$ cat src/sv/shsr_pkg.sv
`timescale 1ns / 1ps
// ---------------------------------------------------------------------------
// shsr_pkg
// Shared types, constants and helpers for the half-step ramp sequencer.
// ---------------------------------------------------------------------------
package shsr_pkg;

   // Register map (index = byte address / 4)
   localparam int unsigned REG_COUNT = 5;
   localparam int unsigned ADDR_W    = 5;
   localparam logic [2:0] REG_RAMP_NUMERATOR = 3'd0;
   localparam logic [2:0] REG_START_RATE     = 3'd1;
   localparam logic [2:0] REG_MAX_RATE       = 3'd2;
   localparam logic [2:0] REG_RAMP_PERIOD    = 3'd3;
   localparam logic [2:0] REG_PULSE_WIDTH    = 3'd4;

   // Register reset values
   localparam logic [15:0] RAMP_NUMERATOR_RST = 16'd1000;
   localparam logic [7:0]  START_RATE_RST     = 8'd1;
   localparam logic [7:0]  MAX_RATE_RST       = 8'd100;
   localparam logic [15:0] RAMP_PERIOD_RST    = 16'd100;
   localparam logic [7:0]  PULSE_WIDTH_RST    = 8'd10;

   // Phase pattern constants
   localparam logic [7:0] PATTERN_ONE_RST = 8'h11;
   localparam logic [7:0] COIL_MASK       = 8'h0F;

   // Prior direction encoding: 0 forward, 1 reverse, 2 none
   localparam logic [1:0] DIR_NONE = 2'd2;

   // Divider geometry: 16-bit dividend, one quotient bit per cycle
   localparam int unsigned DIV_STEPS = 16;
   localparam int unsigned DIV_CNT_W = $clog2(DIV_STEPS);

   typedef struct packed {
      logic [15:0] ramp_numerator;
      logic [7:0]  start_rate;
      logic [7:0]  max_rate;
      logic [15:0] ramp_period;
      logic [7:0]  pulse_width;
   } cfg_type;

   typedef struct packed {
      logic busy;
      logic done;
   } div_status_type;

   typedef enum logic [3:0] {
      ST_IDLE       = 4'b0001,
      ST_DIVIDE     = 4'b0010,
      ST_EMIT_FIRST = 4'b0100,
      ST_EMIT_LAST  = 4'b1000
   } seq_state_type;

   // Forward step of a phase pattern (shift left, fold bit 3 down to 0)
   function automatic logic [7:0] rot_fwd(input logic [7:0] x);
      rot_fwd = {x[6:0], 1'b0} | {3'b000, x[7:3]};
   endfunction

   // Reverse step of a phase pattern (shift right, fold bits up by 3)
   function automatic logic [7:0] rot_rev(input logic [7:0] x);
      rot_rev = {1'b0, x[7:1]} | {x[4:0], 3'b000};
   endfunction

endpackage

$ cat src/sv/shsr_csr.sv
`timescale 1ns / 1ps
// ---------------------------------------------------------------------------
// shsr_csr
// APB-style register file holding the ramp and pulse settings.
// ---------------------------------------------------------------------------
module shsr_csr import shsr_pkg::*; (
   input  logic              clock,
   input  logic              reset,
   input  logic              psel,
   input  logic              penable,
   input  logic              pwrite,
   input  logic [ADDR_W-1:0] paddr,
   input  logic [31:0]       pwdata,
   output logic [31:0]       prdata,
   output logic              pready,
   output cfg_type           cfg
);

   cfg_type    cfg_ff;
   cfg_type    cfg_in;
   logic [2:0] reg_index;
   logic       wr_en;

   assign reg_index = paddr[ADDR_W-1:2];
   assign wr_en     = psel & penable & pwrite;
   assign pready    = 1'b1;
   assign cfg       = cfg_ff;

   // Decode the write transaction
   always_comb begin
      cfg_in = cfg_ff;
      if (wr_en) begin
         unique case (reg_index)
            REG_RAMP_NUMERATOR: cfg_in.ramp_numerator = pwdata[15:0];
            REG_START_RATE:     cfg_in.start_rate     = pwdata[7:0];
            REG_MAX_RATE:       cfg_in.max_rate       = pwdata[7:0];
            REG_RAMP_PERIOD:    cfg_in.ramp_period    = pwdata[15:0];
            REG_PULSE_WIDTH:    cfg_in.pulse_width    = pwdata[7:0];
            default:            cfg_in = cfg_ff;
         endcase
      end
   end

   always_ff @(posedge clock) begin
      if (reset) begin
         cfg_ff.ramp_numerator <= RAMP_NUMERATOR_RST;
         cfg_ff.start_rate     <= START_RATE_RST;
         cfg_ff.max_rate       <= MAX_RATE_RST;
         cfg_ff.ramp_period    <= RAMP_PERIOD_RST;
         cfg_ff.pulse_width    <= PULSE_WIDTH_RST;
      end else begin
         cfg_ff <= cfg_in;
      end
   end

   // Read back the addressed register
   always_comb begin
      unique case (reg_index)
         REG_RAMP_NUMERATOR: prdata = {16'd0, cfg_ff.ramp_numerator};
         REG_START_RATE:     prdata = {24'd0, cfg_ff.start_rate};
         REG_MAX_RATE:       prdata = {24'd0, cfg_ff.max_rate};
         REG_RAMP_PERIOD:    prdata = {16'd0, cfg_ff.ramp_period};
         REG_PULSE_WIDTH:    prdata = {24'd0, cfg_ff.pulse_width};
         default:            prdata = 32'd0;
      endcase
   end

endmodule

$ cat src/sv/shsr_divider.sv
`timescale 1ns / 1ps
// ---------------------------------------------------------------------------
// shsr_divider
// Restoring divider, 16-bit dividend by 8-bit divisor, one bit per cycle.
// ---------------------------------------------------------------------------
module shsr_divider import shsr_pkg::*; (
   input  logic           clock,
   input  logic           reset,
   input  logic           start,
   input  logic [15:0]    dividend,
   input  logic [7:0]     divisor,
   output div_status_type status,
   output logic [7:0]     quotient
);

   logic [15:0]          dq_ff, dq_in;
   logic [7:0]           rem_ff, rem_in;
   logic [7:0]           divisor_ff, divisor_in;
   logic [DIV_CNT_W-1:0] count_ff, count_in;
   logic                 busy_ff, busy_in;
   logic                 done_ff, done_in;
   logic [8:0]           shifted;
   logic [8:0]           diff;
   logic                 fits;

   // One trial subtract per cycle; a zero divisor always fits, giving all ones
   assign shifted = {rem_ff, dq_ff[15]};
   assign diff    = shifted - {1'b0, divisor_ff};
   assign fits    = shifted >= {1'b0, divisor_ff};

   always_comb begin
      dq_in      = dq_ff;
      rem_in     = rem_ff;
      divisor_in = divisor_ff;
      count_in   = count_ff;
      busy_in    = busy_ff;
      done_in    = 1'b0;
      if (start) begin
         dq_in      = dividend;
         rem_in     = 8'd0;
         divisor_in = divisor;
         count_in   = '0;
         busy_in    = 1'b1;
      end else if (busy_ff) begin
         dq_in    = {dq_ff[14:0], fits};
         rem_in   = fits ? diff[7:0] : shifted[7:0];
         count_in = count_ff + 1'b1;
         if (count_ff == DIV_CNT_W'(DIV_STEPS - 1)) begin
            busy_in = 1'b0;
            done_in = 1'b1;
         end
      end
   end

   always_ff @(posedge clock) begin
      if (reset) begin
         busy_ff  <= 1'b0;
         done_ff  <= 1'b0;
         count_ff <= '0;
      end else begin
         busy_ff  <= busy_in;
         done_ff  <= done_in;
         count_ff <= count_in;
      end
   end

   always_ff @(posedge clock) begin
      dq_ff      <= dq_in;
      rem_ff     <= rem_in;
      divisor_ff <= divisor_in;
   end

   assign status.busy = busy_ff;
   assign status.done = done_ff;
   assign quotient    = dq_ff[7:0];

endmodule

$ cat src/sv/stepper_half_step_ramp_sequencer.sv
`timescale 1ns / 1ps
// ---------------------------------------------------------------------------
// stepper_half_step_ramp_sequencer
// Four-coil half-step sequencer with a divided-rate acceleration ramp.
// ---------------------------------------------------------------------------
// One transaction is worked at a time. A drive step without a ramp update
// and a pulse check go straight to emitting results; a drive step that
// updates the ramp first waits on the restoring divider, which produces one
// quotient bit per cycle (16 steps). A pulse check that is not due gives no
// result and leaves the input free. Results sit in an output register, so
// new transactions are taken while a result waits to be collected.
module stepper_half_step_ramp_sequencer import shsr_pkg::*; (
   input  logic              clock,
   input  logic              reset,
   // request channel
   input  logic              req_valid,
   output logic              req_stall,
   input  logic              req_opcode,
   input  logic              req_direction,
   input  logic [15:0]       req_ramp_ticks,
   input  logic              req_pulse_due,
   // result channel
   output logic              rsp_valid,
   input  logic              rsp_stall,
   output logic [3:0]        rsp_coil_pattern,
   output logic [7:0]        rsp_hold_time,
   output logic              rsp_clear_ramp_timer,
   output logic              rsp_last,
   // register port
   input  logic              psel,
   input  logic              penable,
   input  logic              pwrite,
   input  logic [ADDR_W-1:0] paddr,
   input  logic [31:0]       pwdata,
   output logic [31:0]       prdata,
   output logic              pready
);

   cfg_type        cfg;
   div_status_type div_status;
   logic [7:0]     div_quotient;
   logic           div_start;

   seq_state_type  state_ff, state_in;
   logic [7:0]     pattern_one_ff, pattern_one_in;
   logic [7:0]     pattern_two_ff, pattern_two_in;
   logic           which_ff, which_in;
   logic [7:0]     step_rate_ff, step_rate_in;
   logic [7:0]     hold_delay_ff, hold_delay_in;
   logic [1:0]     prior_dir_ff, prior_dir_in;

   // pending result waiting for the output register
   logic [3:0]     pend_coil_ff, pend_coil_in;
   logic [7:0]     pend_hold_ff, pend_hold_in;
   logic           pend_clear_ff, pend_clear_in;
   logic           pend_last_ff, pend_last_in;

   // output register
   logic           rsp_valid_ff, rsp_valid_in;
   logic [3:0]     rsp_coil_ff, rsp_coil_in;
   logic [7:0]     rsp_hold_ff, rsp_hold_in;
   logic           rsp_clear_ff, rsp_clear_in;
   logic           rsp_last_ff, rsp_last_in;

   logic           accept;
   logic           out_free;
   logic           reload;
   logic           ramp;
   logic [7:0]     rate_eff;
   logic [7:0]     p1_step, p2_step;
   logic [7:0]     p2_next;
   logic [7:0]     coil_mix;
   logic [7:0]     sel_pat;
   logic [7:0]     sel_rot;
   logic [7:0]     p1_fwd;

   shsr_csr u_csr (
      .clock   (clock),
      .reset   (reset),
      .psel    (psel),
      .penable (penable),
      .pwrite  (pwrite),
      .paddr   (paddr),
      .pwdata  (pwdata),
      .prdata  (prdata),
      .pready  (pready),
      .cfg     (cfg)
   );

   shsr_divider u_divider (
      .clock    (clock),
      .reset    (reset),
      .start    (div_start),
      .dividend (cfg.ramp_numerator),
      .divisor  (rate_eff),
      .status   (div_status),
      .quotient (div_quotient)
   );

   assign req_stall = (state_ff != ST_IDLE);
   assign accept    = req_valid & ~req_stall;
   assign out_free  = ~rsp_valid_ff | ~rsp_stall;

   // Drive step datapath: reload on direction change, then rotate one pattern
   assign reload   = (prior_dir_ff != {1'b0, req_direction});
   assign rate_eff = reload ? cfg.start_rate : step_rate_ff;
   assign ramp     = (req_ramp_ticks > cfg.ramp_period);
   assign p2_step  = reload ? pattern_one_ff : pattern_two_ff;
   assign sel_pat  = which_ff ? p2_step : pattern_one_ff;
   assign sel_rot  = req_direction ? rot_rev(sel_pat) : rot_fwd(sel_pat);
   assign p1_step  = which_ff ? pattern_one_ff : sel_rot;
   assign p2_next  = which_ff ? sel_rot : p2_step;
   assign coil_mix = (p1_step | p2_next) & COIL_MASK;
   assign p1_fwd   = rot_fwd(pattern_one_ff);

   assign div_start = accept & ~req_opcode & ramp;

   // Sequencer
   always_comb begin
      state_in       = state_ff;
      pattern_one_in = pattern_one_ff;
      pattern_two_in = pattern_two_ff;
      which_in       = which_ff;
      step_rate_in   = step_rate_ff;
      hold_delay_in  = hold_delay_ff;
      prior_dir_in   = prior_dir_ff;
      pend_coil_in   = pend_coil_ff;
      pend_hold_in   = pend_hold_ff;
      pend_clear_in  = pend_clear_ff;
      pend_last_in   = pend_last_ff;
      rsp_valid_in   = rsp_valid_ff & rsp_stall;
      rsp_coil_in    = rsp_coil_ff;
      rsp_hold_in    = rsp_hold_ff;
      rsp_clear_in   = rsp_clear_ff;
      rsp_last_in    = rsp_last_ff;

      unique case (state_ff)
         ST_IDLE: begin
            if (accept && !req_opcode) begin
               // drive step: advance pattern, capture result, ramp the rate
               pattern_one_in = p1_step;
               pattern_two_in = p2_next;
               which_in       = ~which_ff;
               prior_dir_in   = {1'b0, req_direction};
               pend_coil_in   = coil_mix[3:0];
               pend_hold_in   = hold_delay_ff;
               pend_clear_in  = ramp;
               pend_last_in   = 1'b1;
               if (ramp) begin
                  step_rate_in = (rate_eff > cfg.max_rate) ? cfg.max_rate
                                                           : rate_eff + 8'd1;
                  state_in     = ST_DIVIDE;
               end else begin
                  step_rate_in = rate_eff;
                  state_in     = ST_EMIT_FIRST;
               end
            end else if (accept && req_pulse_due) begin
               // keep-alive pulse: coils on for the pulse width, then off
               pattern_one_in = p1_fwd;
               pend_coil_in   = p1_fwd[3:0];
               pend_hold_in   = cfg.pulse_width;
               pend_clear_in  = 1'b0;
               pend_last_in   = 1'b0;
               state_in       = ST_EMIT_FIRST;
            end
         end
         ST_DIVIDE: begin
            // hold until the quotient is ready
            if (div_status.done) begin
               hold_delay_in = div_quotient;
               state_in      = ST_EMIT_FIRST;
            end
         end
         ST_EMIT_FIRST: begin
            if (out_free) begin
               rsp_valid_in = 1'b1;
               rsp_coil_in  = pend_coil_ff;
               rsp_hold_in  = pend_hold_ff;
               rsp_clear_in = pend_clear_ff;
               rsp_last_in  = pend_last_ff;
               state_in     = pend_last_ff ? ST_IDLE : ST_EMIT_LAST;
            end
         end
         ST_EMIT_LAST: begin
            if (out_free) begin
               rsp_valid_in = 1'b1;
               rsp_coil_in  = 4'd0;
               rsp_hold_in  = 8'd0;
               rsp_clear_in = 1'b0;
               rsp_last_in  = 1'b1;
               state_in     = ST_IDLE;
            end
         end
         default: state_in = ST_IDLE;
      endcase
   end

   always_ff @(posedge clock) begin
      if (reset) begin
         state_ff       <= ST_IDLE;
         pattern_one_ff <= PATTERN_ONE_RST;
         pattern_two_ff <= 8'd0;
         which_ff       <= 1'b0;
         step_rate_ff   <= 8'd0;
         hold_delay_ff  <= 8'd0;
         prior_dir_ff   <= DIR_NONE;
         rsp_valid_ff   <= 1'b0;
      end else begin
         state_ff       <= state_in;
         pattern_one_ff <= pattern_one_in;
         pattern_two_ff <= pattern_two_in;
         which_ff       <= which_in;
         step_rate_ff   <= step_rate_in;
         hold_delay_ff  <= hold_delay_in;
         prior_dir_ff   <= prior_dir_in;
         rsp_valid_ff   <= rsp_valid_in;
      end
   end

   always_ff @(posedge clock) begin
      pend_coil_ff  <= pend_coil_in;
      pend_hold_ff  <= pend_hold_in;
      pend_clear_ff <= pend_clear_in;
      pend_last_ff  <= pend_last_in;
      rsp_coil_ff   <= rsp_coil_in;
      rsp_hold_ff   <= rsp_hold_in;
      rsp_clear_ff  <= rsp_clear_in;
      rsp_last_ff   <= rsp_last_in;
   end

   assign rsp_valid            = rsp_valid_ff;
   assign rsp_coil_pattern     = rsp_coil_ff;
   assign rsp_hold_time        = rsp_hold_ff;
   assign rsp_clear_ramp_timer = rsp_clear_ff;
   assign rsp_last             = rsp_last_ff;

   // The divider only runs while the sequencer waits on it
   assert property (@(posedge clock) disable iff (reset)
      div_status.busy |-> (state_ff == ST_DIVIDE))
      else $error("divider busy outside divide state");

   // A drive step past the ramp period starts a division
   assert property (@(posedge clock) disable iff (reset)
      (accept && !req_opcode && ramp) |=> (state_ff == ST_DIVIDE) && div_status.busy)
      else $error("ramp update did not start the divider");

   // The first pulse result never asks for a ramp timer restart
   assert property (@(posedge clock) disable iff (reset)
      (rsp_valid && !rsp_last) |-> !rsp_clear_ramp_timer)
      else $error("pulse result flagged a ramp timer restart");

   // A not-due pulse check leaves the sequencer idle
   assert property (@(posedge clock) disable iff (reset)
      (accept && req_opcode && !req_pulse_due) |=> (state_ff == ST_IDLE))
      else $error("idle pulse check produced work");

endmodule
$ cat config.mk
export PLATFORM = sky130hd
export DESIGN_NAME = stepper_half_step_ramp_sequencer
export DESIGN_NICKNAME = d
export VERILOG_FILES = /design/src/sv/shsr_pkg.sv /design/src/sv/shsr_csr.sv /design/src/sv/shsr_divider.sv /design/src/sv/stepper_half_step_ramp_sequencer.sv
export SDC_FILE = /design/constraint.sdc
export NUM_CORES = 1
export LEC_CHECK = 0
export ABC_AREA = 1
export BUFFER_PORTS_ARGS = -buffer_cell sky130_fd_sc_hd__buf_2
export CORE_MARGIN = 10
export CORE_UTILIZATION = 58
export CTS_BUF_LIST = sky130_fd_sc_hd__clkbuf_16
export DETAILED_ROUTE_END_ITERATION = 6
export GPL_TIMING_DRIVEN = 0
export HOLD_SLACK_MARGIN = 0.03
export PLACE_DENSITY = 0.85
export SLEW_MARGIN = 20
export SYNTH_ARGS = -nofsm -noshare
export SYNTH_HDL_FRONTEND = slang
export SYNTH_SLANG_ARGS = --single-unit
$ cat constraint.sdc
create_clock -name clock -period 3.4 [get_ports clock]
set_clock_uncertainty 0.1 [all_clocks]
set_input_delay 0.68 -clock clock [delete_from_list [all_inputs] [get_ports clock]]
set_output_delay 0.68 -clock clock [all_outputs]
set_load 0.02 [all_outputs]
* Yosys cells after proc, flatten, opt, wreduce, memory -nomap -nowiden
Index checks and enable logic that the tools add are counted.
** Storage, ports and cells
- Register bits after elaboration :: 162
- Bits of input ports :: 63
- Output and inout port bits :: 49
- Logic and storage cells :: 131
** Cells by class
- $add $sub $neg :: 3
- Magnitude comparators :: 3
- Equality and inequality tests :: 15
- Muxes and demuxes :: 46
- Bitwise operators :: 17
- Reduce and logical (&&, ||, !) cells :: 20
** Operator list (count)
- 8-bit 2-to-1 mux :: 15
- 16-bit one-hot mux with 5 select lines :: 1
- 4-bit 2-to-1 mux :: 10
- 16-bit 2-to-1 mux :: 2
- 16-bit > comparator :: 1
- 8-bit by 5-bit OR with 8-bit output :: 2
- 4-bit one-hot mux with 4 select lines :: 1
- 8-bit one-hot mux with 2 select lines :: 1
- 2-bit AND reduction :: 8
- 1-bit 2-to-1 mux :: 12
- 9-bit by 8-bit greater-or-equal comparator with 1-bit output :: 1
- 8-bit by 1-bit adder with 8-bit output (second input constant) :: 1
- 4-bit == test (second input constant) :: 2
- 8-bit > comparator :: 1
- 7-bit by 8-bit OR with 8-bit output :: 1
- 4-bit one-hot mux with 2 select lines :: 1
- 8-bit subtractor :: 1
- 1-bit AND :: 6
- 3-bit by 2-bit == test with 1-bit output (second input constant) :: 2
- 1-bit inverter :: 6
- 2-bit nonzero test :: 3
- 4-bit by 1-bit adder with 4-bit output (second input constant) :: 1
- 4-bit by 1-bit == test with 1-bit output (second input constant) :: 1
- 4-bit by 2-bit == test with 1-bit output (second input constant) :: 1
- 19 further kinds :: 23

* Depth between registers and ports, before layout
- Depth after elaboration :: 8
- Depth in mapped cells :: 22
- Mapped depth without buffers :: 20

* By module
A second synthesis with hierarchy kept.
** Second synthesis, totals
- Cell total of the unflattened synthesis :: 1284
- Area total of the unflattened synthesis :: 9138.8 sq um
** Modules (own cells, without submodules)
- stepper_half_step_ramp_sequencer :: instances 1, cells each 578, area each 4155.2 sq um, seq. area each 1641.6 sq um
- shsr_csr :: instances 1, cells each 462, area each 2912.8 sq um, seq. area each 1121.1 sq um
- shsr_divider :: instances 1, cells each 244, area each 2070.7 sq um, seq. area each 1001.0 sq um

* Least setup slack after synthesis
Ideal clock, no wire load.
- Kind :: input port to flip-flop
- Start point :: input req_direction
- End point :: register step_rate_ff[6]
- Setup time :: 0.114 ns
- Data arrival time :: 2.795 ns
- Data required time :: 3.186 ns
- Setup slack :: 0.391 ns
- Stages on the path :: 18
- Buffers on the path :: 3
- Cells stage by stage :: buf_4 -> inv_2 -> nand2_4 -> nand3_4 -> buf_2 -> nand2_1 -> o21ai_1 -> ha_1 -> a21oi_1 -> o21a_1 -> nand2_1 -> nand2_1 -> clkbuf_1 -> o21ai_0 -> nand2_1 -> nand2_1 -> nand2_1 -> nor2_1
** Between the ends
- Word-level cells in the longest chain between the ends :: 5
- Elaborated cells on any way between the ends :: 6
- Classes of those cells :: 1 x add/sub; 1 x order compare; 1 x eq/ne; 3 x mux
** RTL lines
- start, declared :: line stepper_half_step_ramp_sequencer.sv:19 : input logic req_direction,
- 2-bit by 1-bit inequality test with 1-bit output :: line stepper_half_step_ramp_sequencer.sv:105 : assign reload = (prior_dir_ff != {1'b0, req_direction});
- 8-bit 2-to-1 mux :: line stepper_half_step_ramp_sequencer.sv:106 : assign rate_eff = reload ? cfg.start_rate : step_rate_ff;
- named net rate_eff[7] :: line stepper_half_step_ramp_sequencer.sv:69 : logic [7:0] rate_eff;
- 8-bit > comparator :: line stepper_half_step_ramp_sequencer.sv:150 : step_rate_in = (rate_eff > cfg.max_rate) ? cfg.max_rate
- 8-bit 2-to-1 mux :: line stepper_half_step_ramp_sequencer.sv:150
- 8-bit 2-to-1 mux :: line stepper_half_step_ramp_sequencer.sv:149 : if (ramp) begin
- end signal, assigned :: line stepper_half_step_ramp_sequencer.sv:213 : step_rate_ff <= step_rate_in;
- end, declared :: line stepper_half_step_ramp_sequencer.sv:48 : logic [7:0] step_rate_ff, step_rate_in;
The timed path passes the listed nets, and every way through them passes these cells.
A chain may end at the register's enable or synchronous reset.

* Final worst setup path
- Start point :: input req_direction
- End point :: register step_rate_ff[0]
The elaborated chain is that of the path after synthesis.

==> flow_metrics.env <==
export IMPL_max_freq_mhz=315
export IMPL_drc=0
export IMPL_final_hold_viol_count=0
export IMPL_num_fill_cells=1222
export IMPL_ir_worst_vdd_v=0.000321
export IMPL_whs_ns=0.356
export IMPL_critPathMaxFanout=10
export IMPL_cap_violations=0
export IMPL_core_area_um2=14000
export IMPL_syn_area_um2=8340
export IMPL_cp_end_kind="flop"
export IMPL_rows=43
export IMPL_holdBufCountCts=0
export IMPL_antenna_left=0
export IMPL_postLayoutSetupSlackWorst_ns=0.221
export IMPL_max_slew_worst_pin_slew_ns=0.892
export IMPL_grt_pass1_vias=7136
export IMPL_worstHoldStart="hold_delay_ff[2]"
export IMPL_synth_top_area_share_pct=26.4
export IMPL_insertion_delay_ns=0.44
export IMPL_drt_initial_drc_count=814
export IMPL_finalSetupViolations=0
export IMPL_holdPathStages=2
export IMPL_critical_path_class="in -> reg"
export IMPL_clk_pin_slew_ns=0.06
export IMPL_start_util_pct=59.6
export IMPL_required_ns=3.64
export IMPL_clock_sinks=162
export IMPL_pin_count=112
export IMPL_grt_pass1_wl_mm=35.8
export IMPL_powerDensity_nw_per_um2=642
export IMPL_wl_per_cell_um=16.3
export IMPL_nNetsFinal=1302
export IMPL_slew_viol_final=0
export IMPL_ys_types=42
export IMPL_leakage_nw=4.43
export IMPL_root_buffer="clkbuf_16"
export IMPL_slew_headroom_pct=40.4
export IMPL_rsz0062_at_grt="no"
export IMPL_finalNonFillerCells=1397
export IMPL_critPathLaunchType="input pin"
export IMPL_r2r_cells=16
export IMPL_gr_total_overflow=0
export IMPL_rr_startpoint="prior_dir_ff[0]"
export IMPL_clockBufferDepth=2
export IMPL_status="finished clean"
export IMPL_place_gp_congestion=1.00
export IMPL_layout_drive_gt1_share_pct=11.8
export IMPL_die_x_um=140
export IMPL_diodes=0
export IMPL_crit_arrival_ns=3.42
export IMPL_cts_resized=0
export IMPL_power_total_mw=6.17
export IMPL_dp_cells=1365
export IMPL_die_area_um2=19600
export IMPL_drt_pass1_iter_count=5
export IMPL_rr_endpoint="step_rate_ff[0]"
export IMPL_synth_seq_area_share_pct=45.2
export IMPL_final_min_clock_period_ns=3.18
export IMPL_antenna_found_initial=0
export IMPL_cts_buffers=17
export IMPL_syn_to_final_growth_pct=15.3
export IMPL_htreeDepth=4
export IMPL_synth_area_top_cells="dfxtp_1 26%, edfxtp_1 19%, nand2_1 10%, o21ai_0 6.8%, inv_1 6.5%"
export IMPL_die_h_um=140
export IMPL_dp_hpwl_mm=17.2
export IMPL_cts_setup_buffers=0
export IMPL_worstHoldEndpoint="hold_delay_ff[2]"
export IMPL_syn_area_per_cell_um2=7.61
export IMPL_fin_crit_sh_pct=93.5
export IMPL_holdCritPathClass="reg -> reg"
export IMPL_io_buffers=75
export IMPL_yosysTopAreaCell="dfxtp_1"
export IMPL_synthCells=1095
export IMPL_cts_tree="yes"
export IMPL_grtUsageTotal_pct=22.5
export IMPL_r2r_slack_ns=0.24
export IMPL_vias=7814
export IMPL_yosysWarningCount=0
export IMPL_grt_max_degree=23
export IMPL_place_worst_setup_slack_ns=-0.152
export IMPL_avgViaCountPerCell=5.59
export IMPL_totalWireLength_mm=22.8
export IMPL_ys_ff_latch=162
Yosys cell counts:
cell type	number
nor3_2	1
nand2_1	230
nand3_1	70
nor3_1	6
fa_1	1
o22ai_1	11
o21bai_1	5
nand2_2	2
a21boi_0	1
nor3_4	1
nand3_4	1
inv_1	144
ha_1	34
buf_4	19
xor2_1	5
a31oi_1	1
nand4_1	17
clkinv_1	5
o2111ai_1	1
edfxtp_1	52
o21ai_1	8
dfxtp_1	110
o21a_1	4
o21ai_0	114
o211ai_1	7
a2bb2oi_1	1
nand3_2	1
inv_2	4
clkbuf_1	33
conb_1	2
nor2_2	3
a221oi_1	7
buf_2	2
a21oi_1	90
nor2_1	87
or2_2	2
a22oi_1	4
a21o_1	2
xnor2_1	2
nor3b_1	3
nand2_4	1
buf_6	1
registers in the layout (all words and copies together) (netlist names), 2 cells and up:
name                  count
hold_delay_ff             8
pattern_one_ff            8
pattern_two_ff            8
pend_coil_ff              4
pend_hold_ff              8
prior_dir_ff              2
rsp_coil_pattern          4
rsp_hold_time             8
state_ff                  4
step_rate_ff              8
u_csr.cfg                56
u_divider.count_ff        4
u_divider.divisor_ff      8
u_divider.dq_ff          16
u_divider.rem_ff          8
worst max-delay path by stage:
stage                     from              end  slack [ns]  depth (start not counted)
3_5_place_dp     req_direction  step_rate_ff[0]       -0.15                         18
3_3_place_gp     req_direction  step_rate_ff[0]       -0.17                         18
2_1_floorplan    req_direction  step_rate_ff[6]        0.39                         18
4_1_cts          req_direction  step_rate_ff[0]        0.30                         18
6_report         req_direction  step_rate_ff[0]        0.22                         18
5_1_grt        prior_dir_ff[0]  step_rate_ff[0]       0.004                         16
logic make-up (layout without fill, tap and decap cells):
logic type / after synthesis / in the layout / synth area share (%)
AOI/OAI and AO/OA: 256 / 256 / 16.6
xor gates and xnor gates: 7 / 7 / 0.736
adders and majority gates: 35 / 35 / 5.34
buffers and inverters: 208 / 315 / 10.3
DFF: 162 / 162 / 45.2
other: 2 / 17 / 0.0901
and+or+nand+nor: 425 / 425 / 21.7
where the power goes:
group / leakage [nW] / switching, mW / total [mW] / internal, mW
logic: 2.75 / 1.15 / 1.70 / 0.548
registers: 1.37 / 0.146 / 2.48 / 2.33
clock network: 0.308 / 0.801 / 2.00 / 1.20
total: 4.43 / 2.10 / 6.17 / 4.08
through the flow:
step           setup TNS, ns  util (%)  instance area [um^2]
6_report                   0      68.7                  9610
3_3_place_gp          -0.540      64.3                  8990
2_1_floorplan              0         -                  8390
5_1_grt                    0      68.7                  9610
3_5_place_dp          -0.477      64.3                  8990
4_1_cts                    0      68.6                  9600
layout by cell type, fill, tap and decap left out, types with 18 or more instances in the layout:
master	n
dfxtp_1	110
o21ai_0	114
inv_1	146
buf_4	19
nor2_1	87
edfxtp_1	52
a21oi_1	89
nand3_1	70
clkbuf_1	33
buf_2	77
ha_1	34
nand2_1	230
clkbuf_16	18
layout make-up:
class                      count  area (um^2)  share of cell area (%)
buffer                        55          288                    3.00
timing repair buffer          75          375                    3.91
clock inverter                14          160                    1.67
sequential                   162         3760                    39.2
inverter                     153          574                    5.98
multi-input combinational    740         3770                    39.2
clock buffer                  18          450                    4.69
tap                          180          225                    2.34
routing by layer:
metal	global-route usage, %	up-vias	routed length [um]
met5	0	-	0
met4	9.78	0	783
met3	6.06	71	2460
met2	34.3	406	9980
met1	29.3	3509	9580
li1	-	3828	-
worst max-delay path: stages:
cell	delay, ns
buf_4	0.16
inv_2	0.18
nand2_4	0.14
nand3_4	0.10
buf_2	0.26
nand2_1	0.08
o21ai_1	0.26
ha_1	0.33
a21oi_1	0.15
o21a_1	0.13
nand2_1	0.06
nand2_1	0.11
clkbuf_1	0.34
o21ai_0	0.17
nand2_1	0.08
nand3_1	0.07
nand2_1	0.08
inv_1	0.03
(Power assumes the default switching activity.)
